===== src/hw/rtl/pse_pkg.sv =====
// Types, constants and helper functions of the PNG stored-image encoder
`timescale 1ns / 1ps
package pse_pkg;

  localparam int DIM_W       = 15;
  localparam int COL_W       = 14;
  localparam int BLK_W       = 16;
  localparam int STREAM_W    = 27;
  localparam int DIV_W       = 28;
  localparam int LEN_W       = 32;
  localparam int IDX_W       = 5;
  localparam int CNT_W       = 6;
  localparam int CFG_IDX_W   = 2;
  localparam int PROD_W      = 30;

  localparam int STORED_BLOCK_MAX_DEF = 65535;
  localparam int MAX_IMAGE_BYTES_DEF  = 67108864;

  localparam logic [DIM_W-1:0]  DIM_MAX   = 15'd16384;
  localparam logic [16:0]       ADLER_MOD = 17'd65521;
  localparam logic [31:0]       CRC_POLY  = 32'hedb88320;
  localparam logic [31:0]       IEND_CRC  = 32'hae426082;
  localparam logic [CNT_W-1:0]  OUT_CAP   = 6'd53;

  // register indexes of the configuration port
  localparam logic [CFG_IDX_W-1:0] REG_WIDTH  = 2'd0;
  localparam logic [CFG_IDX_W-1:0] REG_HEIGHT = 2'd1;
  localparam logic [CFG_IDX_W-1:0] REG_ORDER  = 2'd2;

  // input actions
  localparam logic ACT_PIXEL  = 1'b0;
  localparam logic ACT_FINISH = 1'b1;

  typedef enum logic [3:0] {
    ST_IDLE, ST_CHK1, ST_CHK2, ST_DIV, ST_SIG, ST_IHL, ST_IHDR, ST_IHC,
    ST_IDL, ST_IDT, ST_DATA, ST_BHDR, ST_FIN, ST_ERR
  } state_t;

  typedef struct packed {
    logic       crc_init;
    logic       crc_feed;
    logic       adler_init;
    logic       adler_feed;
    logic [7:0] data;
  } sum_ctl_t;

  // one byte through the reflected CRC-32
  function automatic logic [31:0] crc_byte(input logic [31:0] c, input logic [7:0] b);
    logic [31:0] r;
    r = c ^ {24'd0, b};
    for (int k = 0; k < 8; k++) begin
      r = (r >> 1) ^ (r[0] ? CRC_POLY : 32'd0);
    end
    return r;
  endfunction

  // PNG signature bytes
  function automatic logic [7:0] sig_byte(input logic [2:0] i);
    logic [7:0] r;
    unique case (i)
      3'd0: r = 8'd137;
      3'd1: r = 8'd80;
      3'd2: r = 8'd78;
      3'd3: r = 8'd71;
      3'd4: r = 8'd13;
      3'd5: r = 8'd10;
      3'd6: r = 8'd26;
      default: r = 8'd10;
    endcase
    return r;
  endfunction

  // big-endian byte i of a 32-bit word
  function automatic logic [7:0] be_byte(input logic [31:0] w, input logic [1:0] i);
    logic [7:0] r;
    unique case (i)
      2'd0: r = w[31:24];
      2'd1: r = w[23:16];
      2'd2: r = w[15:8];
      default: r = w[7:0];
    endcase
    return r;
  endfunction

endpackage


===== src/hw/rtl/pse_checksum.sv =====
// Running CRC-32 and Adler-32, updated one byte per cycle
`timescale 1ns / 1ps
module pse_checksum (
  input  logic               clk,
  input  logic               rst_n,
  input  pse_pkg::sum_ctl_t  ctl,
  output logic [31:0]        crc,
  output logic [15:0]        adler_low,
  output logic [15:0]        adler_high
);
  logic [31:0] crc_r, crc_nxt;
  logic [15:0] lo_r, lo_nxt, hi_r, hi_nxt;
  logic [16:0] lo_sum, lo_mod, hi_sum;

  // fold one byte into both sums
  always_comb begin
    lo_sum  = {1'b0, lo_r} + {9'd0, ctl.data};
    lo_mod  = (lo_sum >= pse_pkg::ADLER_MOD) ? lo_sum - pse_pkg::ADLER_MOD : lo_sum;
    hi_sum  = {1'b0, hi_r} + lo_mod;
    crc_nxt = crc_r;
    lo_nxt  = lo_r;
    hi_nxt  = hi_r;
    if (ctl.crc_init) crc_nxt = '1;
    else if (ctl.crc_feed) crc_nxt = pse_pkg::crc_byte(crc_r, ctl.data);
    if (ctl.adler_init) begin
      lo_nxt = 16'd1;
      hi_nxt = 16'd0;
    end else if (ctl.adler_feed) begin
      lo_nxt = lo_mod[15:0];
      hi_nxt = (hi_sum >= pse_pkg::ADLER_MOD) ? 16'(hi_sum - pse_pkg::ADLER_MOD)
                                              : hi_sum[15:0];
    end
  end

  always_ff @(posedge clk) begin
    if (!rst_n) begin
      crc_r <= '1;
      lo_r  <= 16'd1;
      hi_r  <= 16'd0;
    end else begin
      crc_r <= crc_nxt;
      lo_r  <= lo_nxt;
      hi_r  <= hi_nxt;
    end
  end

  assign crc        = crc_r;
  assign adler_low  = lo_r;
  assign adler_high = hi_r;
endmodule


===== config.mk =====
export PLATFORM = sky130hd
export DESIGN_NAME = pse_checksum
export DESIGN_NICKNAME = d
export VERILOG_FILES = /design/src/hw/rtl/pse_pkg.sv /design/src/hw/rtl/pse_checksum.sv
export SDC_FILE = /design/constraint.sdc
export NUM_CORES = 1
export LEC_CHECK = 0
export ABC_CLOCK_PERIOD_IN_PS = 18100
export BUFFER_PORTS_ARGS = -buffer_cell sky130_fd_sc_hd__buf_2
export CAP_MARGIN = 20
export CORE_ASPECT_RATIO = 1.1
export CORE_UTILIZATION = 23
export DETAILED_ROUTE_END_ITERATION = 7
export SETUP_SLACK_MARGIN = 0.1
export SYNTH_ARGS = -nofsm -noshare
export SYNTH_HDL_FRONTEND = slang
export SYNTH_SLANG_ARGS = --single-unit

===== constraint.sdc =====
create_clock -name clk -period 18.1 [get_ports clk]
set_input_delay 2.715 -clock clk [delete_from_list [all_inputs] [get_ports clk]]
set_output_delay 2.715 -clock clk [all_outputs]
set_load 0.02 [all_outputs]

==> metrics <==
status=complete, no violations; CTS tree=built; Psw=about 0.20 mW; syn avg cell area=approximately 7.8 sq um; Core Rows=56; Arr. time, crit path=approximately 8.7 ns; routed wire length=about 14000 um; Slew Limit Fails=0; clock sinks=64; diode count=0; worst skew pair latency=approximately 0.34 ns; DRC Markers=0; Final Hold Vio Count=0; global-route wire length before repair=23230 um; ratio of cells with drive above 1 in the final layout=15.64%; Lkg Pwr=approximately 2.4 nW; Hold WC Path Type=flop to flop; routability cong.=0.8605; flop2flop setup slack=11.82 ns; CTS HTree Levels=3; CP Max Fanout=11; worst r2r dst=adler_high[14]; number of global-route vias before repair=4423; CTS Hold Buffers Added=0; worst clock skew=around 0.0069 ns; Setup Fix Bufs, Post-CTS=0; startpoint types=input port; final worst-path setup slack=9.680 ns; Total GRT Usage=between 10% and 20%; area of the mapped netlist=just over 5000 sq um; crit path time final=around 8.4 ns; wire length per cell=roughly 14 um; hold_sp=adler_high[7]; DR vias=around 4700; Hold Path Depth=2; WP data required=around 18 ns; most common cell in the netlist=nand2_1; Power per Cell Area=92.88 nW/um^2; FMAX=about 0.12 GHz; Detail Route Antenna Nets=0; Total Power=0.5597 mW; WHS=0.4832 ns; initial antenna violation count=0; Worst-path clk slew=roughly 0.060 ns; 1st-iter DRT viols=320; reg2reg path depth=23; Commonest cells post-synth=nand2_1, xnor2_1, dfxtp_1, o21ai_0; RSZ-0062 raised after global routing=no; Yosys warning count=0; Synth area leaders=dfxtp_1, xnor2_1, xor2_1; switching share of total power=35.45%; number of synthesized register bits=64; Buffers on Ports=77; synthesis-to-finish area growth=19.24%; CP Capture Type=flop; Pint=roughly 0.36 mW; Die Area=about 23000 sq um; post-cts sizing count=0; fill count=2356; CP Launch Point=ctl[0]; r2r startpoint=adler_low[0]; Vias/cell=~4.6; Logic pwr share=36.9%; Rel. slew slack=approximately 39%; CTS max path bufs=2; Setup TNS=0 ns; kind of critical path=input port to flop; area leader, netlist=dfxtp_1; ys async rst share=0%; period utilization=a little under half; Die Wd=143.3 um; CTS Root Buffer Type=clkbuf_16; final core utilization=28.10%; Hold Path End=adler_high[7]; slowest stage cell, crit path=or4b_1; dominant synthesized flop cell=dfxtp_1; Top Ports=78; VDD IR max=0.04523 mV; Synth Instances=between 600 and 700; largest net degree at the start of global routing=63; Net Count, Synth=between 600 and 700; Num CTS Buffers=9; measured slew at the worst slew-check pin=0.9119 ns; Crit path largest cell delay=0.55 ns; Initial Util=between 20% and 30%; sequential share of the synthesized area=25.35%; top-area cell type share of the netlist area=roughly a quarter; die height=roughly 160 um; Max-Cap Viols=0; Distinct cells, synth=63; sequential power share=approximately 29%; Setup-failing EPs final=0; Core Region=21440 sq um; pre-CTS setup slack=around 9.4 ns; drt first pass iters=5; Nets=between 700 and 800; DP Wirelength=about 11000 um; cell chain of the critical path=buf_2 -> ha_1 -> inv_1 -> fa_1 -> nand2b_1 -> a211oi_1 -> or2_0 -> o21ai_0 -> a31o_2 -> nand4_1 -> o21a_1 -> xnor2_1 -> ha_1 -> inv_1 -> fa_1 -> nand3b_1 -> and2_1 -> xnor2_1 -> a221oi_1 -> nor3_1 -> and4_1 -> o2111ai_1 -> or4b_1 -> o211ai_1; Clk network pwr share=34.3%; total global routing overflow=0; number of flops mapped to enable cells by yosys=0
## cells in the final DEF, fill, tap and decap left out, types with 6 or more instances in the layout
master,synthesis,final
a211oi_1,6,6
a21o_1,9,9
a21oi_1,40,40
a31oi_1,6,6
and3_1,6,6
buf_2,4,77
clkbuf_16,0,9
dfxtp_1,64,64
ha_1,29,29
inv_1,13,13
nand2_1,97,97
nand3_1,16,16
nand3b_1,7,7
nand4_1,7,7
nor2_1,46,46
nor3_1,11,11
o21a_1,10,10
o21ai_0,51,51
or3_1,8,8
xnor2_1,74,74
xor2_1,46,46
## state kept, by name, summed over array words and instances (netlist names)
signal      count
adler_high     16
adler_low      16
crc            32
## metrics by stage
step | instances | area, sq um
CTS | 1006 | 6026
detailed placement | 991 | 5705
finish | 1006 | 6026
global route | 1006 | 6026
floorplan | 649 | 5054
global placement | 991 | 5705
## layer usage
metal | wire length [um] | vias up | share of wire, % | GRT usage (%)
li1 | - | 2386 | - | -
met1 | 6702 | 2156 | 46 | 16.68
met2 | 6687 | 107 | 46 | 21.93
met3 | 770 | 20 | 5.3 | 3.012
met4 | 282 | 0 | 2.0 | 5.066
met5 | 0 | - | 0 | 0
## area by class of cell
cell class / count / area, sq um / area share (%)
inverter: 13 / 48.80 / 0.8098
clock buffer: 10 / 239.0 / 3.966
tap: 290 / 362.8 / 6.022
sequential: 64 / 1281 / 21.26
multi-input combinational: 543 / 3597 / 59.70
clock inverter: 5 / 81.33 / 1.350
timing repair buffer: 81 / 415.4 / 6.894
## power groups by stage
| stage | sequential [mW] | clock, mW | combinational [mW] |
|---|---|---|---|
| floorplan | 0.174 | 0 | 0.152 |
| global placement | 0.164 | 0 | 0.204 |
| detailed placement | 0.164 | 0 | 0.206 |
| CTS | 0.161 | 0.197 | 0.208 |
| global route | 0.163 | 0.202 | 0.231 |
| finish | 0.161 | 0.192 | 0.207 |
## worst max-delay path by stage
stage / cells after the start / to / slack, ns
floorplan: 27 / adler_high[4] / 10.24
global placement: 23 / adler_high[14] / 9.48
detailed placement: 23 / adler_high[14] / 9.37
CTS: 23 / adler_high[14] / 9.72
global route: 24 / adler_high[4] / 9.05
finish: 24 / adler_high[14] / 9.68
## critical path: cells and delay by family
family / cells / cell delay [ns]
AND/OR/NAND/NOR: 8 / 2.35
AO/OA/AOI/OAI: 7 / 1.62
adder cells (fa/ha/maj): 4 / 1.23
XOR/XNOR: 2 / 0.53
buffers and inverters: 3 / 0.24
## logic make-up after synthesis
| logic type | after synthesis | share of synthesized area [%] |
|---|---|---|
| adder cells (fa/ha/maj) | 31 | 7.972 |
| multiplexers | 6 | 1.213 |
| AO/OA/AOI/OAI | 154 | 18.92 |
| flip-flops | 64 | 25.35 |
| XOR/XNOR | 120 | 20.80 |
| AND/OR/NAND/NOR | 232 | 22.23 |
| buffers and inverters | 42 | 3.516 |
Note: power is estimated with default switching activity, not from simulation.
