[config.mk]
export PLATFORM = sky130hd
export DESIGN_NAME = pse_divider
export DESIGN_NICKNAME = d
export VERILOG_FILES = /design/src/hw/rtl/pse_pkg.sv /design/src/hw/rtl/pse_divider.sv
export SDC_FILE = /design/constraint.sdc
export NUM_CORES = 1
export LEC_CHECK = 0
export ABC_AREA = 0
export BUFFER_PORTS_ARGS = -buffer_cell sky130_fd_sc_hd__buf_4
export CAP_MARGIN = 20
export CORE_MARGIN = 1.5
export CORE_UTILIZATION = 50
export CTS_BUF_LIST = sky130_fd_sc_hd__clkbuf_8
export CTS_CLUSTER_DIAMETER = 60
export DETAILED_ROUTE_END_ITERATION = 7
export GPL_ROUTABILITY_DRIVEN = 0
export HOLD_SLACK_MARGIN = 0.15
export PLACE_DENSITY_LB_ADDON = 0.1
export SLEW_MARGIN = 20
export SYNTH_ARGS = -nofsm -noshare
export SYNTH_HDL_FRONTEND = slang
export SYNTH_SLANG_ARGS = --single-unit
[constraint.sdc]
create_clock -name clk -period 3.1 [get_ports clk]
set_input_delay 0.155 -clock clk [delete_from_list [all_inputs] [get_ports clk]]
set_output_delay 0.155 -clock clk [all_outputs]
set_load 0.02 [all_outputs]
[src/hw/rtl/pse_pkg.sv]
// Types, constants and helper functions of the PNG stored-image encoder
`timescale 1ns / 1ps
package pse_pkg;

  localparam int DIM_W       = 15;
  localparam int COL_W       = 14;
  localparam int BLK_W       = 16;
  localparam int STREAM_W    = 27;
  localparam int DIV_W       = 28;
  localparam int LEN_W       = 32;
  localparam int IDX_W       = 5;
  localparam int CNT_W       = 6;
  localparam int CFG_IDX_W   = 2;
  localparam int PROD_W      = 30;

  localparam int STORED_BLOCK_MAX_DEF = 65535;
  localparam int MAX_IMAGE_BYTES_DEF  = 67108864;

  localparam logic [DIM_W-1:0]  DIM_MAX   = 15'd16384;
  localparam logic [16:0]       ADLER_MOD = 17'd65521;
  localparam logic [31:0]       CRC_POLY  = 32'hedb88320;
  localparam logic [31:0]       IEND_CRC  = 32'hae426082;
  localparam logic [CNT_W-1:0]  OUT_CAP   = 6'd53;

  // register indexes of the configuration port
  localparam logic [CFG_IDX_W-1:0] REG_WIDTH  = 2'd0;
  localparam logic [CFG_IDX_W-1:0] REG_HEIGHT = 2'd1;
  localparam logic [CFG_IDX_W-1:0] REG_ORDER  = 2'd2;

  // input actions
  localparam logic ACT_PIXEL  = 1'b0;
  localparam logic ACT_FINISH = 1'b1;

  typedef enum logic [3:0] {
    ST_IDLE, ST_CHK1, ST_CHK2, ST_DIV, ST_SIG, ST_IHL, ST_IHDR, ST_IHC,
    ST_IDL, ST_IDT, ST_DATA, ST_BHDR, ST_FIN, ST_ERR
  } state_t;

  typedef struct packed {
    logic       crc_init;
    logic       crc_feed;
    logic       adler_init;
    logic       adler_feed;
    logic [7:0] data;
  } sum_ctl_t;

  // one byte through the reflected CRC-32
  function automatic logic [31:0] crc_byte(input logic [31:0] c, input logic [7:0] b);
    logic [31:0] r;
    r = c ^ {24'd0, b};
    for (int k = 0; k < 8; k++) begin
      r = (r >> 1) ^ (r[0] ? CRC_POLY : 32'd0);
    end
    return r;
  endfunction

  // PNG signature bytes
  function automatic logic [7:0] sig_byte(input logic [2:0] i);
    logic [7:0] r;
    unique case (i)
      3'd0: r = 8'd137;
      3'd1: r = 8'd80;
      3'd2: r = 8'd78;
      3'd3: r = 8'd71;
      3'd4: r = 8'd13;
      3'd5: r = 8'd10;
      3'd6: r = 8'd26;
      default: r = 8'd10;
    endcase
    return r;
  endfunction

  // big-endian byte i of a 32-bit word
  function automatic logic [7:0] be_byte(input logic [31:0] w, input logic [1:0] i);
    logic [7:0] r;
    unique case (i)
      2'd0: r = w[31:24];
      2'd1: r = w[23:16];
      2'd2: r = w[15:8];
      default: r = w[7:0];
    endcase
    return r;
  endfunction

endpackage

[src/hw/rtl/pse_divider.sv]
// Bit-serial restoring divider: one quotient bit per cycle
`timescale 1ns / 1ps
module pse_divider #(
  parameter int DIVIDEND_W = pse_pkg::DIV_W,
  parameter int DIVISOR_W  = pse_pkg::BLK_W
) (
  input  logic                  clk,
  input  logic                  rst_n,
  input  logic                  start,
  input  logic [DIVIDEND_W-1:0] dividend,
  input  logic [DIVISOR_W-1:0]  divisor,
  output logic                  done,
  output logic [DIVIDEND_W-1:0] quotient
);
  localparam int CW = $clog2(DIVIDEND_W + 1);

  logic [DIVISOR_W-1:0]  rem_r, rem_nxt;
  logic [DIVIDEND_W-1:0] quo_r, quo_nxt;
  logic [CW-1:0]         cnt_r, cnt_nxt;
  logic                  busy_r, busy_nxt, done_r, done_nxt;
  logic [DIVISOR_W:0]    trial;

  // shift one dividend bit into the remainder and try the subtraction
  always_comb begin
    trial    = {rem_r, quo_r[DIVIDEND_W-1]};
    rem_nxt  = rem_r;
    quo_nxt  = quo_r;
    cnt_nxt  = cnt_r;
    busy_nxt = busy_r;
    done_nxt = 1'b0;
    if (start) begin
      rem_nxt  = '0;
      quo_nxt  = dividend;
      cnt_nxt  = '0;
      busy_nxt = 1'b1;
    end else if (busy_r) begin
      if (trial >= {1'b0, divisor}) begin
        rem_nxt = DIVISOR_W'(trial - {1'b0, divisor});
        quo_nxt = {quo_r[DIVIDEND_W-2:0], 1'b1};
      end else begin
        rem_nxt = trial[DIVISOR_W-1:0];
        quo_nxt = {quo_r[DIVIDEND_W-2:0], 1'b0};
      end
      cnt_nxt = cnt_r + 1'b1;
      if (cnt_r == CW'(DIVIDEND_W - 1)) begin
        busy_nxt = 1'b0;
        done_nxt = 1'b1;
      end
    end
  end

  always_ff @(posedge clk) begin
    if (!rst_n) begin
      busy_r <= 1'b0;
      done_r <= 1'b0;
      cnt_r  <= '0;
    end else begin
      busy_r <= busy_nxt;
      done_r <= done_nxt;
      cnt_r  <= cnt_nxt;
    end
    rem_r <= rem_nxt;
    quo_r <= quo_nxt;
  end

  assign done     = done_r;
  assign quotient = quo_r;
endmodule

==> results of run 1 <==
how the worst max path moves through the flow:
stage | start | endpoint | slack [ps] | cells after the start
2_1_floorplan | quotient[27]$_DFFE_PP_ | rem_r[14]$_SDFFE_PP0P_ | 630 | 10
3_3_place_gp | quotient[27]$_DFFE_PP_ | rem_r[14]$_SDFFE_PP0P_ | 620 | 10
3_5_place_dp | quotient[27]$_DFFE_PP_ | rem_r[14]$_SDFFE_PP0P_ | 550 | 10
4_1_cts | quotient[27]$_DFFE_PP_ | rem_r[14]$_SDFFE_PP0P_ | 530 | 10
5_1_grt | rem_r[11]$_SDFFE_PP0P_ | rem_r[0]$_SDFFE_PP0P_ | 330 | 9
6_report | quotient[27]$_DFFE_PP_ | rem_r[14]$_SDFFE_PP0P_ | 520 | 10
layout by cell type, fill, tap and decap left out, types with 2 or more instances in the layout:
cell / synthesis / routed
nor3_1: 3 / 3
a21o_1: 5 / 5
nor2b_1: 2 / 2
a21oi_1: 17 / 17
o21ai_0: 3 / 3
ha_1: 17 / 17
o21ai_1: 12 / 12
dlygate4sd3_1: 0 / 23
nor2_1: 17 / 17
o21a_1: 3 / 3
xnor2_1: 11 / 11
nand2_1: 24 / 24
xor2_1: 6 / 6
nand2b_1: 4 / 4
mux2_2: 28 / 28
a41oi_1: 2 / 2
nand4_1: 3 / 3
edfxtp_1: 28 / 28
o221ai_2: 3 / 3
inv_1: 22 / 22
clkbuf_8: 0 / 5
mux2i_1: 12 / 12
dfxtp_1: 23 / 23
buf_4: 1 / 80
per-stage QoR:
step	util (%)	area [um^2]
after floorplan	-	2987
after global placement	63.94	3607
after detailed placement	63.94	3607
after CTS	69.99	3949
after global routing	69.99	3949
final	69.99	3949
cell type report:
type                       instances  area [um^2]
fill                             481         1693
multi-input combinational        196         1533
sequential                        51         1301
timing repair buffer             103        830.8
tap                               72        90.09
inverter                          22        82.58
clock buffer                       5        68.82
clock inverter                     3        42.54
report_power, final:
part           internal [uW]  switching (uW)
Sequential               767            26.1
Clock                    241             232
Combinational            180             169
Total                   1190             427
synth_stat cells, drive strengths merged, types with 2 or more instances:
cell type	number
buf	6
nor3	4
o221ai	3
nand2b	4
clkbuf	5
ha	17
edfxtp	28
a211oi	2
nand4	3
dfxtp	23
a21oi	18
mux2i	12
a41oi	2
xnor2	11
o21a	3
o21ai	16
nor2b	2
nand2	25
a21o	5
nor2	18
mux2	29
xor2	6
inv	22
metal layers:
metal / routed length (um) / global-route usage, % / up-vias / share of wire (%)
li1: - / - / 1201 / -
met1: 2919 / 27.78 / 1129 / 44
met2: 3288 / 37.65 / 56 / 50
met3: 295 / 4.432 / 10 / 4.5
met4: 102 / 6.897 / 0 / 1.5
met5: 0 / 0 / - / 0
logic make-up after synthesis:
family / Yosys count / synth area share (%)
buffers and inverters: 33 / 5.111
and+or+nand+nor: 60 / 9.384
DFF: 51 / 43.57
adders and majority gates: 18 / 7.792
AOI/OAI and AO/OA: 60 / 14.08
muxes: 41 / 15.08
xor gates and xnor gates: 17 / 4.985
sequential cells by signal, summed over array words and instances, names as in the netlist:
name and count:
busy_r 1, quotient 28, done 1, rem_r 16, cnt_r 5
what timing repair did:
item | 4_1_cts | 5_1_grt
hold endpoints to repair | 23 | 0
hold buffers | 23 | 0
buffers inserted | 0 | 0
worst register-to-register path, stage by stage, from the launching register on:
cell,delay [ps]
edfxtp_1,350
inv_1,60
ha_1,200
fa_1,410
nand2b_1,180
a21oi_1,220
o21a_1,220
a41oi_1,190
o31ai_1,350
xnor2_1,180
o221ai_2,110
==> report_table.html, run 1 <==
<table>
<tr><th>Metric</th><th>Value</th></tr>
<tr><th colspan="2">Run status</th></tr>
<tr><td>Result of the run</td><td>completed</td></tr>
<tr><th colspan="2">Drt</th></tr>
<tr><td>Residual DRC</td><td>0</td></tr>
<tr><td>Total via count after detailed routing</td><td>2396</td></tr>
<tr><td>Count of routing violations after the opening detailed-route iteration</td><td>145</td></tr>
<tr><td>Final WL</td><td>6605 um</td></tr>
<tr><td>Average wire per cell in the routed design</td><td>14.61 um</td></tr>
<tr><td>Iteration count of the initial detailed-routing pass</td><td>4</td></tr>
<tr><td>Antenna viol nets, final</td><td>0</td></tr>
<tr><td>Post-DR vias/cell</td><td>5.301</td></tr>
<tr><th colspan="2">Floorplan</th></tr>
<tr><td>Number of top-level design ports</td><td>76</td></tr>
<tr><td>Width of the die</td><td>80.29 um</td></tr>
<tr><td>Die outline height</td><td>~80 um</td></tr>
<tr><td>Effective utilization at floorplan</td><td>52.94%</td></tr>
<tr><td>Standard cell core area</td><td>5642 um^2</td></tr>
<tr><td>Standard-cell rows</td><td>27</td></tr>
<tr><td>Die Area</td><td>6446 um^2</td></tr>
<tr><th colspan="2">STA</th></tr>
<tr><td>Final Hold Violating Endpoints</td><td>0</td></tr>
<tr><td>Rel. slew slack</td><td>just over 60%</td></tr>
<tr><td>Final worst-path cycle share</td><td>83.36%</td></tr>
<tr><td>Final critical-path required period</td><td>2584 ps</td></tr>
<tr><td>Unrepaired setup endpoints after global routing</td><td>no</td></tr>
<tr><td>Crit path setup slack, layout</td><td>a little over 500 ps</td></tr>
<tr><td>Transition time at the pin with the least slew margin</td><td>562.5 ps</td></tr>
<tr><td>Number of endpoints failing setup at the final stage</td><td>0</td></tr>
<tr><td>Final worst clock skew</td><td>7.462 ps</td></tr>
<tr><td>Post-route setup TNS</td><td>0 ps</td></tr>
<tr><td>Worst hold slack after final layout</td><td>155.4 ps</td></tr>
<tr><td>Final Slew Violations</td><td>0</td></tr>
<tr><td>Fmax</td><td>387.0 MHz</td></tr>
<tr><th colspan="2">Worst setup path</th></tr>
<tr><td>CP bufs+invs</td><td>1</td></tr>
<tr><td>Start of the worst register-to-register path</td><td>quotient[27]$_DFFE_PP_</td></tr>
<tr><td>Crit path capture type</td><td>flip-flop</td></tr>
<tr><td>Setup slack, reg-to-reg</td><td>520 ps</td></tr>
<tr><td>Endpoint of the lowest-slack register-to-register path</td><td>rem_r[14]$_SDFFE_PP0P_</td></tr>
<tr><td>Critical path class</td><td>flip-flop to flip-flop</td></tr>
<tr><td>CP Data Arrival Time</td><td>2780 ps</td></tr>
<tr><td>Worst reg-to-reg path cell count</td><td>10</td></tr>
<tr><td>Required @ worst endpoint</td><td>3290 ps</td></tr>
<tr><td>Critical path's largest stage delay</td><td>410 ps</td></tr>
<tr><td>Slowest cell on the critical path</td><td>fa_1</td></tr>
<tr><td>Largest delay share family, worst path</td><td>compound AO/OA/AOI/OAI gates</td></tr>
<tr><td>Startpoint Class</td><td>flip-flop</td></tr>
<tr><td>Maximum net fanout on the critical path</td><td>3</td></tr>
<tr><td>Cell chain of the critical path</td><td>inv_1 -&gt; ha_1 -&gt; fa_1 -&gt; nand2b_1 -&gt; a21oi_1 -&gt; o21a_1 -&gt; a41oi_1 -&gt; o31ai_1 -&gt; xnor2_1 -&gt; o221ai_2</td></tr>
<tr><th colspan="2">Synthesis</th></tr>
<tr><td>Top flip-flop cell by instance count after synthesis</td><td>edfxtp_1</td></tr>
<tr><td>Post-Synthesis Cell Area</td><td>approximately 3000 um^2</td></tr>
<tr><td>Synth async-reset ratio</td><td>0%</td></tr>
<tr><td>Post-synth net total</td><td>roughly 350</td></tr>
<tr><td>Sequential element share of the synthesized area</td><td>43.57%</td></tr>
<tr><td>Main area contributors after synthesis</td><td>edfxtp_1, dfxtp_1, mux2_2, ha_1, mux2i_1</td></tr>
<tr><td>Share of the synthesized area in the top cell type</td><td>28.15%</td></tr>
<tr><td>Post-Syn Instances</td><td>280</td></tr>
<tr><td>Yosys top cell by area</td><td>edfxtp_1</td></tr>
<tr><td>Synth Area per Inst</td><td>10.67 um^2</td></tr>
<tr><td>Synth Register Bits</td><td>51</td></tr>
<tr><td>Yosys cell types</td><td>51</td></tr>
<tr><td>Number of flops mapped to enable cells by yosys</td><td>28</td></tr>
<tr><td>Yosys warns</td><td>0</td></tr>
<tr><th colspan="2">Clock tree</th></tr>
<tr><td>Maximum count of clock buffers along a single path</td><td>2</td></tr>
<tr><td>PostCTS Resize Cnt</td><td>0</td></tr>
<tr><td>Number of buffers created by CTS</td><td>5</td></tr>
<tr><td>Library cell used as clock root buffer</td><td>clkbuf_8</td></tr>
<tr><td>Number of H-tree levels</td><td>2</td></tr>
<tr><td>Clock tree from TritonCTS</td><td>done</td></tr>
<tr><td>TritonCTS Sinks</td><td>51</td></tr>
<tr><td>Clock-pin slew of the registers on the worst-case setup and hold paths</td><td>100 ps</td></tr>
<tr><td>Clock Latency Late Sink</td><td>310 ps</td></tr>
<tr><th colspan="2">Flow run</th></tr>
<tr><td>Number of maximum-capacitance constraint violations</td><td>0</td></tr>
<tr><th colspan="2">Power</th></tr>
<tr><td>Cell Pwr Density</td><td>409.0 nW/um^2</td></tr>
<tr><td>VDD IR max</td><td>0.0002577 V</td></tr>
<tr><td>Total Power</td><td>1615 uW</td></tr>
<tr><td>LEAKAGE</td><td>0.001708 uW</td></tr>
<tr><th colspan="2">Hold path</th></tr>
<tr><td>Worst min-delay path endpoint</td><td>quotient[14]$_DFFE_PP_</td></tr>
<tr><td>Worst hold path stage count</td><td>2</td></tr>
<tr><td>Kind of path behind the tightest hold check</td><td>input port to flip-flop</td></tr>
<tr><td>Min-Delay Startpoint</td><td>dividend[14]</td></tr>
<tr><th colspan="2">GRT</th></tr>
<tr><td>Vias in the first global route</td><td>approximately 2400</td></tr>
<tr><td>Remaining Overflow, GRT</td><td>0</td></tr>
<tr><td>Largest net degree at the start of global routing</td><td>35</td></tr>
<tr><td>Global-route wire length before repair</td><td>10910 um</td></tr>
<tr><td>Antenna violations before repair</td><td>0</td></tr>
<tr><td>Combined global-route utilization of all metal layers</td><td>between 20% and 30%</td></tr>
<tr><th colspan="2">Layout</th></tr>
<tr><td>Final nets</td><td>between 400 and 500</td></tr>
<tr><td>Antenna Cells</td><td>0</td></tr>
<tr><td>P&amp;R area growth vs syn</td><td>32.22%</td></tr>
<tr><td>Fraction of final layout cells with drive strength greater than 1</td><td>33.16%</td></tr>
<tr><td>Post-route insts no fill</td><td>452</td></tr>
<tr><th colspan="2">Place</th></tr>
<tr><td>Half-perimeter wire length of the detailed placement result</td><td>4751 um</td></tr>
<tr><td>Cell count after placement</td><td>421</td></tr>
<tr><td>Number of buffers added on ports</td><td>75</td></tr>
<tr><td>Post-Place Setup Slack</td><td>554.3 ps</td></tr>
</table>
(Power assumes the default switching activity.)
==> run 2, diff against run 1 <==
==> constraint.sdc (replaced) <==
create_clock -name clk -period 2.1 [get_ports clk]
set_input_delay 0.105 -clock clk [delete_from_list [all_inputs] [get_ports clk]]
set_output_delay 0.105 -clock clk [all_outputs]
set_load 0.02 [all_outputs]
==> run 2 against run 1 <==
Net effect:
- the run now ends with setup timing left
- register-to-register slack got worse by 610 ps
- global-route usage rose by 2.5 points
- die area did not move
- combinational power rose by 78%
- fmax rose by 18%
- non-clock buffer count rose by 42
- core utilization rose by 11 points
- sequential power rose by 48%
- sequential share of layout area fell by 4.3 points
- cell count rose by 9.3%
- total power rose by 46%
- clock power rose by 21%
- critical endpoint is now rem_r[10]$_SDFFE_PP0P_
- largest cell class unchanged
- largest power group unchanged
==> report_table.html, run 2 (same netlist as run 1, synthesis figures left out) <==
<table>
<tr><th>Metric</th><th>Value</th></tr>
<tr><th colspan="2">GRT</th></tr>
<tr><td>Combined global-route utilization of all metal layers</td><td>24.55% (was 22.01%)</td></tr>
<tr><td>Antenna violations before repair</td><td>0 (unchanged)</td></tr>
<tr><td>Largest net degree at the start of global routing</td><td>35 (unchanged)</td></tr>
<tr><td>Global-route wire length before repair</td><td>12110 um (was 10910 um)</td></tr>
<tr><td>Remaining Overflow, GRT</td><td>0 (unchanged)</td></tr>
<tr><td>Vias in the first global route</td><td>2629 (was 2371)</td></tr>
<tr><th colspan="2">Layout</th></tr>
<tr><td>Commonest cells after routing, fill and taps aside</td><td>buf_4, dlygate4sd3_1, edfxtp_1 (was buf_4, mux2_2, edfxtp_1)</td></tr>
<tr><td>Most common cell after layout, fill and taps aside</td><td>buf_4 (unchanged)</td></tr>
<tr><td>Filler Cell Count</td><td>340 (was 481)</td></tr>
<tr><td>Antenna Cells</td><td>0 (unchanged)</td></tr>
<tr><td>Final nets</td><td>486 (was 444)</td></tr>
<tr><td>Fraction of final layout cells with drive strength greater than 1</td><td>47.39% (was 33.16%)</td></tr>
<tr><td>Number of flip-flops under the largest register name</td><td>28 (unchanged)</td></tr>
<tr><td>P&amp;R area growth vs syn</td><td>53.16% (was 32.22%)</td></tr>
<tr><th colspan="2">Floorplan</th></tr>
<tr><td>Standard-cell rows</td><td>27 (unchanged)</td></tr>
<tr><td>Number of top-level design ports</td><td>76 (unchanged)</td></tr>
<tr><td>Width of the die</td><td>80.29 um (unchanged)</td></tr>
<tr><td>Standard cell core area</td><td>5642 um^2 (unchanged)</td></tr>
<tr><td>Die outline height</td><td>80.29 um (unchanged)</td></tr>
<tr><td>Die Area</td><td>6446 um^2 (unchanged)</td></tr>
<tr><td>Effective utilization at floorplan</td><td>52.94% (unchanged)</td></tr>
<tr><th colspan="2">Flow run</th></tr>
<tr><td>Number of maximum-capacitance constraint violations</td><td>0 (unchanged)</td></tr>
<tr><th colspan="2">STA</th></tr>
<tr><td>Rel. slew slack</td><td>57.69% (was 62.36%)</td></tr>
<tr><td>Final critical-path required period</td><td>2192 ps (was 2584 ps)</td></tr>
<tr><td>Final worst-path cycle share</td><td>104.4% (was 83.36%)</td></tr>
<tr><td>Post-route setup TNS</td><td>-411.2 ps (was 0 ps)</td></tr>
<tr><td>Crit path setup slack, layout</td><td>-91.87 ps (was 516.0 ps)</td></tr>
<tr><td>Fmax</td><td>456.2 MHz (was 387.0 MHz)</td></tr>
<tr><td>Final worst clock skew</td><td>7.855 ps (was 7.462 ps)</td></tr>
<tr><td>Final Hold Violating Endpoints</td><td>0 (unchanged)</td></tr>
<tr><td>Transition time at the pin with the least slew margin</td><td>632.3 ps (was 562.5 ps)</td></tr>
<tr><td>Final Slew Violations</td><td>0 (unchanged)</td></tr>
<tr><td>Unrepaired setup endpoints after global routing</td><td>yes (was no)</td></tr>
<tr><td>Number of endpoints failing setup at the final stage</td><td>10 (was 0)</td></tr>
<tr><td>Worst hold slack after final layout</td><td>251.2 ps (was 155.4 ps)</td></tr>
<tr><th colspan="2">Worst setup path</th></tr>
<tr><td>Crit path capture type</td><td>flip-flop (unchanged)</td></tr>
<tr><td>CP Data Arrival Time</td><td>2380 ps (was 2780 ps)</td></tr>
<tr><td>Startpoint Class</td><td>flip-flop (unchanged)</td></tr>
<tr><td>Critical path class</td><td>flip-flop to flip-flop (unchanged)</td></tr>
<tr><td>Maximum net fanout on the critical path</td><td>3 (unchanged)</td></tr>
<tr><td>Worst reg-to-reg path cell count</td><td>11 (was 10)</td></tr>
<tr><td>Required @ worst endpoint</td><td>2290 ps (was 3290 ps)</td></tr>
<tr><th colspan="2">Hold path</th></tr>
<tr><td>Kind of path behind the tightest hold check</td><td>input port to flip-flop (unchanged)</td></tr>
<tr><td>Worst hold path stage count</td><td>4 (was 2)</td></tr>
<tr><th colspan="2">Clock tree</th></tr>
<tr><td>Clock tree from TritonCTS</td><td>done (unchanged)</td></tr>
<tr><td>Clock-pin slew of the registers on the worst-case setup and hold paths</td><td>100 ps (about the same)</td></tr>
<tr><td>Maximum count of clock buffers along a single path</td><td>2 (unchanged)</td></tr>
<tr><td>Library cell used as clock root buffer</td><td>clkbuf_8 (unchanged)</td></tr>
<tr><td>TritonCTS Sinks</td><td>51 (unchanged)</td></tr>
<tr><td>Number of buffers created by CTS</td><td>5 (unchanged)</td></tr>
<tr><td>Clock Latency Late Sink</td><td>310 ps (about the same)</td></tr>
<tr><td>Number of H-tree levels</td><td>2 (unchanged)</td></tr>
<tr><th colspan="2">Place</th></tr>
<tr><td>Half-perimeter wire length of the detailed placement result</td><td>5000 um (was 4751 um)</td></tr>
<tr><td>Post-Place Setup Slack</td><td>-118.1 ps (was 554.3 ps)</td></tr>
<tr><td>Number of buffers added on ports</td><td>75 (unchanged)</td></tr>
<tr><th colspan="2">Drt</th></tr>
<tr><td>Antenna viol nets, final</td><td>0 (unchanged)</td></tr>
<tr><td>Final WL</td><td>7663 um (was 6605 um)</td></tr>
<tr><td>Post-DR vias/cell</td><td>5.257 (was 5.301)</td></tr>
<tr><td>Residual DRC</td><td>0 (unchanged)</td></tr>
<tr><td>Total via count after detailed routing</td><td>2597 (was 2396)</td></tr>
<tr><td>Iteration count of the initial detailed-routing pass</td><td>4 (unchanged)</td></tr>
<tr><td>Average wire per cell in the routed design</td><td>15.51 um (was 14.61 um)</td></tr>
<tr><td>Count of routing violations after the opening detailed-route iteration</td><td>91 (was 145)</td></tr>
<tr><th colspan="2">Power</th></tr>
<tr><td>Total Power</td><td>2366 uW (was 1615 uW)</td></tr>
<tr><td>VDD IR max</td><td>0.0003831 V (was 0.0002577 V)</td></tr>
<tr><td>Cell Pwr Density</td><td>517.2 nW/um^2 (was 409.0 nW/um^2)</td></tr>
<tr><td>LEAKAGE</td><td>0.001947 uW (was 0.001708 uW)</td></tr>
<tr><th colspan="2">Run status</th></tr>
<tr><td>Failing checks</td><td>setup timing</td></tr>
<tr><td>Result of the run</td><td>finished, violations left (was completed)</td></tr>
</table>
## run 2: metrics by stage
step / cell area (um^2) / utilization (%) / cells
after floorplan: 3014 / - / 280
after global placement: 3855 / 68.33 / 447
after detailed placement: 3855 / 68.33 / 447
after CTS: 4438 / 78.66 / 491
after global routing: 4574 / 81.08 / 494
final: 4574 / 81.08 / 494
## run 2: final timing paths
check                    startpoint                      to  slack [ps]
max          quotient[27]$_DFFE_PP_  rem_r[10]$_SDFFE_PP0P_         -90
min                      divisor[0]   rem_r[0]$_SDFFE_PP0P_         250
max reg2reg  quotient[27]$_DFFE_PP_  rem_r[10]$_SDFFE_PP0P_         -90
min reg2reg   rem_r[5]$_SDFFE_PP0P_   rem_r[5]$_SDFFE_PP0P_         490
## run 2: layer usage
metal  track usage, %  vias up  routed length (um)
met4            6.897        0                 103
li1                 -     1287                   -
met2            42.69       64                3929
met5                0        -                   0
met3            4.545        9                 286
met1            31.00     1237                3345
## run 2: worst max-delay path, stage by stage (launching register included)
cell,delay [ps]
edfxtp_1,380
inv_2,60
ha_4,160
fa_2,340
nand2b_4,160
a21oi_4,150
o21a_1,180
a41oi_2,140
buf_4,160
xnor2_1,110
mux2i_1,160
o21ai_1,70
## run 2: cell type report
class,count,area (um^2),share of cell area [%]
Clock buffer,5,68.82,1.504
Clock inverter,3,17.52,0.3829
Inverter,22,82.58,1.805
Multi-Input combinational cell,196,1792,39.17
Sequential cell,51,1313,28.69
Tap cell,72,90.09,1.969
Timing Repair Buffer,145,1211,26.48
## run 2: what timing repair did
action	CTS	global route
endpoints found under the setup margin	15	17
hold endpoints to repair	29	0
resized for setup	22	20
pin swaps	7	2
buffers inserted	6	3
gates cloned	1	0
hold buffers	29	0
## run 2: power breakdown
part / switching, uW / internal (uW) / leakage (uW)
registers: 40.6 / 1130 / 0.000473
logic: 288 / 332 / 0.00143
clock network: 339 / 234 / 0.0000460
total: 667 / 1700 / 0.00195
